File: config.mk
export PLATFORM = sky130hd
export DESIGN_NAME = best_fit_page_allocator
export DESIGN_NICKNAME = d
export VERILOG_FILES = /design/src/hdl/bfpa_pkg.sv /design/src/hdl/bfpa_table.sv /design/src/hdl/best_fit_page_allocator.sv
export SDC_FILE = /design/constraint.sdc
export NUM_CORES = 2
export LEC_CHECK = 0
export BUFFER_PORTS_ARGS = -buffer_cell sky130_fd_sc_hd__buf_2
export CAP_MARGIN = 5
export CORE_ASPECT_RATIO = 0.9
export CORE_MARGIN = 2
export CORE_UTILIZATION = 40
export DETAILED_ROUTE_END_ITERATION = 16
export GPL_TIMING_DRIVEN = 0
export PLACE_DENSITY_LB_ADDON = 0.25
export SYNTH_ARGS = -nofsm -noshare
export SYNTH_HDL_FRONTEND = slang
export SYNTH_SLANG_ARGS = --single-unit
File: constraint.sdc
create_clock -name clock -period 11.9 [get_ports clock]
set_input_delay 0.595 -clock clock [delete_from_list [all_inputs] [get_ports clock]]
set_output_delay 0.595 -clock clock [all_outputs]
set_load 0.05 [all_outputs]
File: src/hdl/bfpa_pkg.sv
package bfpa_pkg;

   localparam int PAGE_BYTES = 4096;
   localparam int PAGE_SHIFT = 12;
   localparam int DATA_W     = 22;
   localparam int STATUS_W   = 2;
   localparam int HEAP_W     = 11;

   localparam logic [STATUS_W-1:0] ST_OK      = 2'd0;
   localparam logic [STATUS_W-1:0] ST_NOMEM   = 2'd1;
   localparam logic [STATUS_W-1:0] ST_BADHNDL = 2'd2;

   localparam logic FUNC_ALLOC = 1'b0;
   localparam logic FUNC_FREE  = 1'b1;

endpackage

File: src/hdl/bfpa_table.sv
// Chunk table memory: one write port, one registered read port.
module bfpa_table #(
   parameter int DEPTH = 64,
   parameter int AW    = 6,
   parameter int EW    = 32
) (
   input  logic          clock,
   input  logic          wr_en,
   input  logic [AW-1:0] wr_addr,
   input  logic [EW-1:0] wr_data,
   input  logic [AW-1:0] rd_addr,
   output logic [EW-1:0] rd_data
);

   logic [EW-1:0] mem [DEPTH];

   always_ff @(posedge clock) begin
      if (wr_en) begin
         mem[wr_addr] <= wr_data;
      end
      rd_data <= mem[rd_addr];
   end

endmodule

File: src/hdl/best_fit_page_allocator.sv
// Channel   Ports                                           Direction
// request   start, busy, req_func/request_bytes/handle      in (busy out)
// result    rsp_valid, rsp_data_offset/status/heap_pages    out
//
// A search pass reads one table entry per cycle through all N chunks, N the chunk
// count; then a split or merge shifts the tail one entry at a time (read, then
// write); a free that merges both neighbors shifts the tail twice. A null free
// (handle zero) skips the search and goes straight to the result.
// Reset (synchronous, active high) clears chunk count, heap top and control state.
// Busy stays high through the rsp_valid cycle and drops on the next; the result
// receiver cannot stall, each result stands for one cycle.
module best_fit_page_allocator #(
   parameter int MAX_CHUNKS   = 64,
   parameter int MAX_PAGES    = 1024,
   parameter int HEADER_BYTES = 24
) (
   input  logic                           clock,
   input  logic                           reset,
   input  logic                           start,
   output logic                           busy,
   input  logic                           req_func,
   input  logic [21:0]                    req_request_bytes,
   input  logic [21:0]                    req_handle,
   output logic                           rsp_valid,
   output logic [bfpa_pkg::DATA_W-1:0]    rsp_data_offset,
   output logic [bfpa_pkg::STATUS_W-1:0]  rsp_status,
   output logic [bfpa_pkg::HEAP_W-1:0]    rsp_heap_pages
);

   localparam int AW = (MAX_CHUNKS > 1) ? $clog2(MAX_CHUNKS) : 1;
   localparam int CW = $clog2(MAX_CHUNKS + 1);
   localparam int PW = $clog2(MAX_PAGES + 1);
   localparam int EW = 2 * PW + 1;
   localparam int NW = 24 - bfpa_pkg::PAGE_SHIFT + 1;
   localparam int XW = (PW > NW) ? PW + 1 : NW + 1;

   localparam logic [3:0] S_IDLE  = 4'd0;
   localparam logic [3:0] S_SRD   = 4'd1;
   localparam logic [3:0] S_SCMP  = 4'd2;
   localparam logic [3:0] S_DEC   = 4'd3;
   localparam logic [3:0] S_MRD   = 4'd4;
   localparam logic [3:0] S_MWR   = 4'd5;
   localparam logic [3:0] S_WR    = 4'd6;
   localparam logic [3:0] S_RSP   = 4'd7;
   localparam logic [3:0] S_FRD   = 4'd8;
   localparam logic [3:0] S_FCHK  = 4'd9;

   // Generic op: remove (shift down from idx) or insert (shift up to idx)
   localparam logic [1:0] OP_NONE = 2'd0;
   localparam logic [1:0] OP_INS  = 2'd1;
   localparam logic [1:0] OP_DEL  = 2'd2;

   logic [3:0]  state_ff, state_in;
   logic [CW-1:0] total_ff, total_in;
   logic [PW-1:0] top_ff, top_in;
   logic        func_ff, func_in;
   logic [21:0] handle_ff, handle_in;
   logic [NW-1:0] need_ff, need_in;
   logic [CW-1:0] idx_ff, idx_in;
   logic        found_ff, found_in;
   logic [CW-1:0] best_ff, best_in;
   logic [PW-1:0] bcnt_ff, bcnt_in;
   logic [PW-1:0] bstart_ff, bstart_in;
   logic [EW-1:0] cur_ff, cur_in;
   logic [EW-1:0] ins_ff, ins_in;
   logic [1:0]  op_ff, op_in;
   logic [CW-1:0] opidx_ff, opidx_in;
   logic [1:0]  phase_ff, phase_in;
   logic [CW-1:0] fidx_ff, fidx_in;
   logic [bfpa_pkg::DATA_W-1:0]   off_ff, off_in;
   logic [bfpa_pkg::STATUS_W-1:0] st_ff, st_in;
   logic        vld_ff, vld_in;

   logic          wr_en;
   logic [AW-1:0] wr_addr, rd_addr;
   logic [EW-1:0] wr_data, rd_data;

   bfpa_table #(.DEPTH(MAX_CHUNKS), .AW(AW), .EW(EW)) u_table (
      .clock(clock), .wr_en(wr_en), .wr_addr(wr_addr), .wr_data(wr_data),
      .rd_addr(rd_addr), .rd_data(rd_data)
   );

   // entry layout: {in_use, count, start}
   logic [PW-1:0] rd_start, rd_count;
   logic          rd_used;
   assign rd_start = rd_data[PW-1:0];
   assign rd_count = rd_data[2*PW-1:PW];
   assign rd_used  = rd_data[EW-1];

   function automatic logic [bfpa_pkg::DATA_W-1:0] data_of(input logic [PW-1:0] sp);
      logic [39:0] v;
      v = ({24'd0, 16'(sp)} << bfpa_pkg::PAGE_SHIFT) + 40'(HEADER_BYTES);
      return v[bfpa_pkg::DATA_W-1:0];
   endfunction

   logic [23:0] bytes_w;
   logic [NW-1:0] need_w;
   assign bytes_w = 24'(req_request_bytes) + 24'(HEADER_BYTES) + 24'(bfpa_pkg::PAGE_BYTES - 1);
   assign need_w  = (bytes_w[23:bfpa_pkg::PAGE_SHIFT] == '0) ? NW'(1)
                  : NW'(bytes_w[23:bfpa_pkg::PAGE_SHIFT]);

   logic [PW-1:0] left_w;
   logic          split_ok;
   logic [PW+13:0] left_bytes;
   assign left_w    = bcnt_ff - PW'(need_ff);
   assign left_bytes = (PW+14)'(left_w) << bfpa_pkg::PAGE_SHIFT;
   assign split_ok  = (left_bytes >= (PW+14)'(bfpa_pkg::PAGE_BYTES + HEADER_BYTES))
                    && (32'(total_ff) < MAX_CHUNKS);
   logic [XW-1:0] grow_w;
   assign grow_w = XW'(top_ff) + XW'(need_ff);

   always_comb begin
      state_in = state_ff; total_in = total_ff; top_in = top_ff;
      func_in = func_ff; handle_in = handle_ff; need_in = need_ff;
      idx_in = idx_ff; found_in = found_ff; best_in = best_ff;
      bcnt_in = bcnt_ff; bstart_in = bstart_ff; cur_in = cur_ff;
      ins_in = ins_ff; op_in = op_ff; opidx_in = opidx_ff; phase_in = phase_ff;
      fidx_in = fidx_ff; off_in = off_ff; st_in = st_ff; vld_in = 1'b0;
      wr_en = 1'b0; wr_addr = '0; wr_data = '0; rd_addr = AW'(idx_ff);
      unique case (state_ff)
         S_IDLE: begin
            if (start) begin
               func_in = req_func; handle_in = req_handle; need_in = need_w;
               idx_in = '0; found_in = 1'b0; off_in = '0; st_in = bfpa_pkg::ST_OK;
               op_in = OP_NONE; phase_in = 2'd0;
               rd_addr = '0;
               if (req_func == bfpa_pkg::FUNC_FREE && req_handle == '0) state_in = S_RSP;
               else if (total_ff == '0) state_in = S_DEC;
               else state_in = S_SCMP;
            end
         end
         S_SRD: begin
            rd_addr = AW'(idx_ff);
            state_in = S_SCMP;
         end
         S_SCMP: begin
            // compare the entry read last cycle
            if (func_ff == bfpa_pkg::FUNC_ALLOC) begin
               if (!rd_used && XW'(rd_count) >= XW'(need_ff)
                   && (!found_ff || rd_count < bcnt_ff)) begin
                  found_in = 1'b1; best_in = idx_ff;
                  bcnt_in = rd_count; bstart_in = rd_start;
               end
            end else if (!found_ff && rd_used && data_of(rd_start) == handle_ff) begin
               found_in = 1'b1; best_in = idx_ff; bcnt_in = rd_count; bstart_in = rd_start;
            end
            idx_in = idx_ff + 1'b1;
            rd_addr = AW'(idx_ff + 1'b1);
            if (idx_ff + 1'b1 == total_ff) state_in = S_DEC;
         end
         S_DEC: begin
            if (func_ff == bfpa_pkg::FUNC_ALLOC) begin
               if (found_ff) begin
                  off_in = data_of(bstart_ff);
                  wr_en = 1'b1; wr_addr = AW'(best_ff);
                  if (split_ok) begin
                     wr_data = {1'b1, PW'(need_ff), bstart_ff};
                     ins_in = {1'b0, left_w, bstart_ff + PW'(need_ff)};
                     op_in = OP_INS; opidx_in = best_ff + 1'b1;
                     idx_in = total_ff; state_in = S_MRD;
                  end else begin
                     wr_data = {1'b1, bcnt_ff, bstart_ff};
                     state_in = S_RSP;
                  end
               end else if (grow_w > XW'(MAX_PAGES) || 32'(total_ff) >= MAX_CHUNKS) begin
                  st_in = bfpa_pkg::ST_NOMEM; state_in = S_RSP;
               end else begin
                  wr_en = 1'b1; wr_addr = AW'(total_ff);
                  wr_data = {1'b1, PW'(need_ff), top_ff};
                  off_in = data_of(top_ff);
                  top_in = PW'(grow_w); total_in = total_ff + 1'b1;
                  state_in = S_RSP;
               end
            end else if (!found_ff) begin
               st_in = bfpa_pkg::ST_BADHNDL; state_in = S_RSP;
            end else begin
               // free: phase 0 check next neighbor
               fidx_in = best_ff; cur_in = {1'b0, bcnt_ff, bstart_ff};
               wr_en = 1'b1; wr_addr = AW'(best_ff); wr_data = {1'b0, bcnt_ff, bstart_ff};
               phase_in = 2'd0; state_in = S_FRD;
            end
         end
         S_FRD: begin
            // phase0: read i+1; phase1: read i-1; phase2: read last
            unique case (phase_ff)
               2'd0: rd_addr = AW'(fidx_ff + 1'b1);
               2'd1: rd_addr = AW'(fidx_ff - 1'b1);
               default: rd_addr = AW'(total_ff - 1'b1);
            endcase
            state_in = S_FCHK;
         end
         S_FCHK: begin
            unique case (phase_ff)
               2'd0: begin
                  phase_in = 2'd1;
                  if (fidx_ff + 1'b1 < total_ff && !rd_used) begin
                     cur_in = {1'b0, cur_ff[2*PW-1:PW] + rd_count, cur_ff[PW-1:0]};
                     wr_en = 1'b1; wr_addr = AW'(fidx_ff);
                     wr_data = {1'b0, cur_ff[2*PW-1:PW] + rd_count, cur_ff[PW-1:0]};
                     op_in = OP_DEL; opidx_in = fidx_ff + 1'b1; idx_in = fidx_ff + 1'b1;
                     state_in = S_MRD;
                  end else if (fidx_ff != '0) state_in = S_FRD;
                  else begin phase_in = 2'd2; state_in = S_FRD; end
               end
               2'd1: begin
                  phase_in = 2'd2;
                  state_in = S_FRD;
                  // the first chunk has no previous neighbor
                  if (fidx_ff != '0 && !rd_used) begin
                     wr_en = 1'b1; wr_addr = AW'(fidx_ff - 1'b1);
                     wr_data = {1'b0, rd_count + cur_ff[2*PW-1:PW], rd_start};
                     op_in = OP_DEL; opidx_in = fidx_ff; idx_in = fidx_ff;
                     state_in = S_MRD;
                  end
               end
               default: begin
                  if (total_ff != '0 && !rd_used) begin
                     top_in = rd_start; total_in = total_ff - 1'b1;
                  end
                  state_in = S_RSP;
               end
            endcase
         end
         S_MRD: begin
            // shift pass: insert moves k-1 -> k downward; delete moves k+1 -> k
            op_in = op_ff;
            if (op_ff == OP_INS) begin
               if (idx_ff == opidx_ff) begin
                  wr_en = 1'b1; wr_addr = AW'(idx_ff); wr_data = ins_ff;
                  total_in = total_ff + 1'b1; op_in = OP_NONE; state_in = S_RSP;
               end else begin
                  rd_addr = AW'(idx_ff - 1'b1); state_in = S_MWR;
               end
            end else begin
               if (idx_ff + 1'b1 >= total_ff) begin
                  total_in = total_ff - 1'b1; op_in = OP_NONE;
                  if (opidx_ff == fidx_ff) fidx_in = fidx_ff - 1'b1;
                  state_in = S_FRD;
               end else begin
                  rd_addr = AW'(idx_ff + 1'b1); state_in = S_MWR;
               end
            end
         end
         S_MWR: begin
            wr_en = 1'b1; wr_addr = AW'(idx_ff); wr_data = rd_data;
            idx_in = (op_ff == OP_INS) ? idx_ff - 1'b1 : idx_ff + 1'b1;
            state_in = S_MRD;
         end
         S_RSP: begin
            vld_in = 1'b1; state_in = S_WR;
         end
         S_WR: state_in = S_IDLE;
         default: state_in = S_IDLE;
      endcase
   end

   always_ff @(posedge clock) begin
      if (reset) begin
         state_ff <= S_IDLE; total_ff <= '0; top_ff <= '0; vld_ff <= 1'b0;
         op_ff <= OP_NONE; phase_ff <= '0; found_ff <= 1'b0;
      end else begin
         state_ff <= state_in; total_ff <= total_in; top_ff <= top_in; vld_ff <= vld_in;
         op_ff <= op_in; phase_ff <= phase_in; found_ff <= found_in;
      end
      func_ff <= func_in; handle_ff <= handle_in; need_ff <= need_in; idx_ff <= idx_in;
      best_ff <= best_in; bcnt_ff <= bcnt_in; bstart_ff <= bstart_in;
      cur_ff <= cur_in; ins_ff <= ins_in; opidx_ff <= opidx_in; fidx_ff <= fidx_in;
      off_ff <= off_in; st_ff <= st_in;
   end

   assign busy            = (state_ff != S_IDLE);
   assign rsp_valid       = vld_ff;
   assign rsp_data_offset = off_ff;
   assign rsp_status      = st_ff;
   assign rsp_heap_pages  = bfpa_pkg::HEAP_W'(top_ff);

`ifndef SYNTHESIS
   a_total_max: assert property (@(posedge clock) disable iff (reset)
      32'(total_ff) <= MAX_CHUNKS) else $error("chunk count overflow");
   a_top_max: assert property (@(posedge clock) disable iff (reset)
      32'(top_ff) <= MAX_PAGES) else $error("heap top overflow");
   a_rsp_busy: assert property (@(posedge clock) disable iff (reset)
      rsp_valid |-> busy) else $error("result outside request");
   a_rsp_one: assert property (@(posedge clock) disable iff (reset)
      rsp_valid |=> !rsp_valid) else $error("result repeated");
   a_nomem_zero: assert property (@(posedge clock) disable iff (reset)
      rsp_valid && rsp_status != bfpa_pkg::ST_OK |-> rsp_data_offset == '0)
      else $error("failed request with offset");
`endif

endmodule

# Word-level counts from Yosys, hierarchy flattened
# Memory sizes are Yosys's and may differ from the RTL's. A register that Yosys moved wholly into a read port is not among the register bits.
# Index checks and enable logic that the tools add are counted.
[word_totals] reg_bits=182 ram_bits=1472 in_bits=48 output_inout_bits=37 word_cells=270 memories=1
[classes] add_sub_neg=16 magnitude_cmp=8 eq_ne=39 muxes=135 n_bitwise=2 n_reduce_logical=47
[mem_list] memory="u_table.mem" words=64 word_bits=23 read_ports=1 rd_ports_with_merged_regs=1 wr=1 line_no="bfpa_table.sv:15" text="logic [EW-1:0] mem [DEPTH];"
[op_table] cell="22-bit two-way mux" count=14
[op_table] cell="7-bit two-way mux" count=26
[op_table] cell="22-bit case mux with 2 select lines" count=3
[op_table] cell="11-bit two-way mux" count=11
[op_table] cell="23-bit case mux with 4 select lines" count=1
[op_table] cell="6-bit two-way mux" count=12
[op_table] cell="23-bit two-way mux" count=3
[op_table] cell="22-bit by 5-bit adder with 22-bit output, second input constant" count=3
[op_table] cell="6-bit case mux with 4 select lines" count=2
[op_table] cell="7-bit case mux with 2 select lines" count=3
[op_table] cell="2-bit two-way mux" count=19
[op_table] cell="4-bit two-way mux" count=9
[op_table] cell="4-bit case mux with 9 select lines" count=1
[op_table] cell="7-bit case mux with 5 select lines" count=1
[op_table] cell="2-bit != test, second input constant" count=15
[op_table] cell="7-bit by 1-bit adder with 7-bit output, second input constant" count=4
[op_table] cell="3-bit != test, second input constant" count=9
[op_table] cell="23-bit by 12-bit adder with 24-bit output, second input constant" count=1
[op_table] cell="6-bit case mux with 2 select lines" count=2
[op_table] cell="22-bit by 5-bit adder with 23-bit output, second input constant" count=1
[op_table] cell="23-bit by 13-bit >= comparator with 1-bit output, second input constant" count=1
[op_table] cell="11-bit adder" count=2
[op_table] cell="22-bit equality test" count=1
[op_table] cell="22-bit zero test" count=1
[op_table] cell="other kinds (49)" count=102

# Depth between registers and ports, before layout
[logic_depth] word_depth=9 ltp_mapped=19 mapped_depth_nobuf=14

# Cells and area by module
# A second synthesis with hierarchy kept.
[unflattened] hier_cells=3753 area_unflattened_um2=68762.2
[modules_own_cells] module="bfpa_table" instances=1 cells_each=2458 area_each_um2=56581.8 seq_area_each_um2=44662.8
[modules_own_cells] module="best_fit_page_allocator" instances=1 cells_each=1295 area_each_um2=12180.4 seq_area_each_um2=4794.6

# Worst setup path after synthesis
# No wires, ideal clock.
[synth_path] kind="register to register" start="register need_ff[0]" end="memory u_table.mem[0][11] in the netlist's numbering (data pin)" setup_time_ns=0.702 arrival_time_ns=5.343 t_required_ns=11.198 path_slack_ns=5.856 stages_incl_launch_ff=13 path_buffers=0 period_less_slack_ns=6.044 cell_sequence="edfxtp_1 -> ha_1 -> fa_1 -> nand2b_1 -> a21boi_0 -> o21a_1 -> nor2_1 -> or3_1 -> nor4_1 -> nand3_1 -> o21ai_0 -> mux2i_1 -> o21ai_0"
[synth_via] elab_chain_cells=7 elab_cells_between_ends=11 cone_classes="add/sub (2); order compare (2); mux (5); reduce/logical (2)"
[synth_rtl] element="start: declaration" line_no="best_fit_page_allocator.sv:58" text="logic [NW-1:0] need_ff, need_in;"
[synth_rtl] element="start signal: assignment" line_no="best_fit_page_allocator.sv:265" text="func_ff <= func_in; handle_ff <= handle_in; need_ff <= need_in; idx_ff <= idx_in;"
[synth_rtl] element="11-bit subtractor" line_no="best_fit_page_allocator.sv:105" text="assign left_w = bcnt_ff - PW'(need_ff);"
[synth_rtl] element="named net left_w[4]" line_no="best_fit_page_allocator.sv:102" text="logic [PW-1:0] left_w;"
[synth_rtl] element="23-bit by 13-bit >= comparator with 1-bit output" line_no="best_fit_page_allocator.sv:107" text="assign split_ok = (left_bytes >= (PW+14)'(bfpa_pkg::PAGE_BYTES + HEADER_BYTES))"
[synth_rtl] element="1-bit logical AND" line_no="best_fit_page_allocator.sv:108" text="&& (32'(total_ff) < MAX_CHUNKS);"
[synth_rtl] element="22-bit two-way mux" line_no="best_fit_page_allocator.sv:156" text="if (split_ok) begin"
[synth_rtl] element="23-bit two-way mux" line_no="best_fit_page_allocator.sv:153" text="if (found_ff) begin"
[synth_rtl] element="23-bit two-way mux" line_no="best_fit_page_allocator.sv:152" text="if (func_ff == bfpa_pkg::FUNC_ALLOC) begin"
[synth_rtl] element="23-bit case mux with 4 select lines" line_no="best_fit_page_allocator.sv:120" text="unique case (state_ff)"
[synth_rtl] element="named net u_table.wr_data[11]" line_no="bfpa_table.sv:10" text="input logic [EW-1:0] wr_data,"
[synth_rtl] element="end: declaration" line_no="bfpa_table.sv:15"
# The timed path passes the listed nets, and every way through them passes these cells.

# Worst setup path in the final report
[layout_path] start="register idx_ff[0]" end="register u_table.rd_data[0], read port of u_table.mem"
[layout_via] elab_chain_cells=5 elab_cells_between_ends=9 cone_classes="add/sub (2); order compare (1); eq/ne (1); mux (5)"
[layout_rtl] element="start: declaration" line_no="best_fit_page_allocator.sv:59" text="logic [CW-1:0] idx_ff, idx_in;"
[layout_rtl] element="start signal: assignment" line_no="best_fit_page_allocator.sv:265"
[layout_rtl] element="7-bit by 1-bit adder with 7-bit output" line_no="best_fit_page_allocator.sv:235" text="if (idx_ff + 1'b1 >= total_ff) begin"
[layout_rtl] element="7-bit >= comparator" line_no="best_fit_page_allocator.sv:235"
[layout_rtl] element="6-bit two-way mux" line_no="best_fit_page_allocator.sv:235"
[layout_rtl] element="6-bit two-way mux" line_no="best_fit_page_allocator.sv:227" text="if (op_ff == OP_INS) begin"
[layout_rtl] element="6-bit case mux with 4 select lines *" line_no="best_fit_page_allocator.sv:120"
[layout_rtl] element="end: declaration" line_no="bfpa_table.sv:12" text="output logic [EW-1:0] rd_data"
# Mark *: on every way between the ends. The rest lies on a longest branch, timed or not.
# A chain may end at the register's enable or synchronous reset.

==> metrics <==
worst vdd ir=0.1582 mV; Detailed Route Iter0 Violations=6,824; Clock power frac=27.8%; Worst R2R Setup Slack=4950 ps; part of the Yosys area used for sequential elements=70.73%; number of fillers in the final layout=15,120; Top FF cell, synth=edfxtp_1; H-tree lvl count=4; CTS tree=yes; drt via density=5.843; Final ANT Viol Nets=0; first-pass GRT wire length=319,200 um; CP arrival=7600 ps; global-route usage over all layers=24.80%; Synth cell types=100; DRC=0; Worst-path clk slew=70 ps; Setup Skew=41.45 ps; total gr overflow=0; Yosys Warn Count=0; worst hold path cell count=2; Placed Cells incl. Taps=7,676; Ports=85; clock sinks=1,664; crit share post-route=58.39%; switching share of power=39.65%; Synth Register Bits=1,664; fmax=0.1439 GHz; maximum number of pins on one net before global-route repair=65; clk_lat worst skew=830 ps; share of cells above drive strength 1=11.91%; Post-DP HPWL=156,000 um; Mapped Cells=5,243; CORE AREA=173,600 um2; depth of the worst register-to-register path=16; asr flop ratio synth=0%; final non-filler cell total=7,996; area share of the largest cell type after synthesis=69.27%; critical path class=flip-flop to flip-flop; DRT Pass-1 Iters=7; via count of the first global-routing pass=43,640; Synth area leader=edfxtp_1; Critical Path Sink Type=flip-flop; leakage=26.66 nW; Area Overhead vs Synth=15.19%; worst r2r dst=u_table.rd_data[0]$_DFF_P_; register area=49,460 um2; Syn Std Cell Area=69,930 um2; Nets=5,726; worst-case clock buffer depth=3; hold worst-path end=need_ff[9]$_SDFFCE_PN0P_; HP Start=req_request_bytes[21]; Max FO, Critical Path=10; PD cells=233.3 nW/um2; Die W=444.7 um; Logic pwr share=36.3%; P_sw=0.007452 W; syn_area_per_cell=13.34 um2; final setup margin=4951 ps; DP Worst Slack=5136 ps; Critical R2R Launch=idx_ff[0]$_SDFFCE_PN0P_; row cnt=145; TritonCTS buffer count=166; Sum Neg Setup Slack=0 ps; measured slew at the worst slew-check pin=1415 ps; Setup Viol. Count Final=0; sequential fraction of design power=35.9%; Multi-input gate area=19,240 um2; Hold Vio Cnt, Final=0; CP startpoint kind=flip-flop; Worst slew margin=4.944%; min cycle time layout=6949 ps; Slew Viols, Final=0; Max-Cap Viols=0; status=complete, no violations; die area=178,200 um2; Post-synth EDFFs=1,613; Root Buffer=clkbuf_16; gp weighted congestion=0.9664; Worst EP required=12,550 ps; IO Port Bufs=74; Total Routed Length=225,900 um; initial antenna violation count=16; initial core utilization=40.28%; Internal=0.01134 W; die height=400.7 um; drt wl/cell=28.25 um; # resized after CTS=0; worst hold-check path type=primary input to flip-flop; RSZ-0062 raised after global routing=false; vias=46,720; Synth area leaders=edfxtp_1, nand2_1, mux2i_1, nand3_1, nand4_1
[stage by stage]
| step | utilization [%] | hold WS (ps) | total power, W | area [um2] |
|---|---|---|---|---|
| final | 46.39 | 105.4 | 0.01879 | 80550 |
| after global routing | 46.39 | 84.91 | 0.01946 | 80540 |
| after CTS | 46.39 | 55.59 | 0.01868 | 80540 |
| after detailed placement | 43.20 | 435.2 | 0.01351 | 75010 |
| after global placement | 42.15 | 427.2 | 0.01344 | 73180 |
| after floorplan | - | 420.6 | 0.01063 | 69960 |
[placed cells by master (no fill, tap or decap), types with 85 or more instances in the layout]
master,synthesis,final
clkbuf_16,0,170
mux2i_1,218,218
edfxtp_1,1613,1613
ha_1,85,85
nor2_1,155,95
buf_2,140,214
nand2_1,1226,1215
clkbuf_1,138,182
nand4_1,210,210
nand3_1,365,365
a32oi_1,136,136
[kinds of logic after synthesis]
kind of cell	synth area share, %
compound gates	6.388
xor+xnor	1.215
fa+ha+maj	1.635
buf+inv	2.559
flops	70.73
mux	3.330
other cells	0.005363
simple gates	14.14
[power by group through the flow]
| stage | clock network [W] | registers [W] | logic (W) |
|---|---|---|---|
| after CTS | 0.00527 | 0.00675 | 0.00667 |
| after floorplan | 0 | 0.00680 | 0.00382 |
| final | 0.00523 | 0.00675 | 0.00682 |
| after global routing | 0.00550 | 0.00675 | 0.00721 |
| after global placement | 0 | 0.00688 | 0.00656 |
| after detailed placement | 0 | 0.00687 | 0.00665 |
[layout make-up]
type | count | share of cell area, %
clock inverter | 78 | 1.033
inverter | 67 | 0.3122
buffer | 329 | 1.909
clock buffer | 218 | 5.555
sequential | 1664 | 61.40
tap | 2278 | 3.539
antenna | 1 | 0.003107
multi-input combinational | 3192 | 23.89
timing repair buffer | 169 | 2.358
[Yosys cell counts (20+ instances only)]
master,number
o21ai_0,82
buf_2,140
ha_1,85
edfxtp_1,1613
nand4_1,210
a222oi_1,20
a32oi_1,136
o21a_1,20
nand2_1,1226
mux2i_1,218
nand3_1,365
buf_4,24
or3_1,40
inv_1,65
nor2_1,155
buf_1,22
nor3_1,31
a21oi_1,65
a32o_1,23
dfxtp_1,51
and2_1,22
xor2_1,44
a31oi_1,28
clkbuf_1,138
xnor2_1,53
o21ai_1,28
a41o_1,22
[timing repair]
action / 4_1_cts / 5_1_grt
endpoints found under the hold margin: 23 / 0
hold buffers: 23 / 0
setup buffers: 0 / 0
[state kept, by name (all words and copies together) (netlist names), 4 cells and up]
register         count
cur_ff              22
handle_ff           22
u_table.rd_data     23
state_ff             4
idx_ff               7
rsp_data_offset     11
rsp_heap_pages      11
bstart_ff           11
opidx_ff             7
bcnt_ff             11
ins_ff              22
u_table.mem       1472
best_ff              7
total_ff             7
need_ff             11
fidx_ff              7
[metal layers]
layer	vias up	part of all wire (%)	GRT usage (%)
met5	-	0.020	0
met2	2623	43	36.71
met3	382	11	5.842
met1	23300	42	35.95
met4	8	3.4	8.080
li1	20410	-	-
[worst max path at each step]
stage | from | end | slack [ps] | cells past startpoint
2_1_floorplan | need_ff[0]$_SDFFCE_PN1P_ | u_table.mem[0][11]$_DFFE_PP_ | 5860 | 12
3_3_place_gp | need_ff[0]$_SDFFCE_PN1P_ | u_table.mem[0][11]$_DFFE_PP_ | -1570 | 12
3_5_place_dp | idx_ff[0]$_SDFFCE_PN0P_ | u_table.rd_data[0]$_DFF_P_ | 5140 | 16
4_1_cts | idx_ff[0]$_SDFFCE_PN0P_ | u_table.rd_data[0]$_DFF_P_ | 5140 | 16
5_1_grt | idx_ff[0]$_SDFFCE_PN0P_ | u_table.rd_data[0]$_DFF_P_ | 4880 | 16
6_report | idx_ff[0]$_SDFFCE_PN0P_ | u_table.rd_data[0]$_DFF_P_ | 4950 | 16
[worst max-delay path, cell delays in order, from the launching register on]
cell       delay, ps
edfxtp_1         660
ha_1             330
nand3_1          110
xnor2_1          430
ha_1             350
a211o_1          260
o211ai_1         170
o311ai_4         260
a21oi_2          400
o2111ai_2        400
buf_4            360
nor2_4           620
clkbuf_1        1000
a32oi_1          290
nand4_1          350
nand4_1          290
or3_1            480
Note: power is estimated with default switching activity, not from simulation.
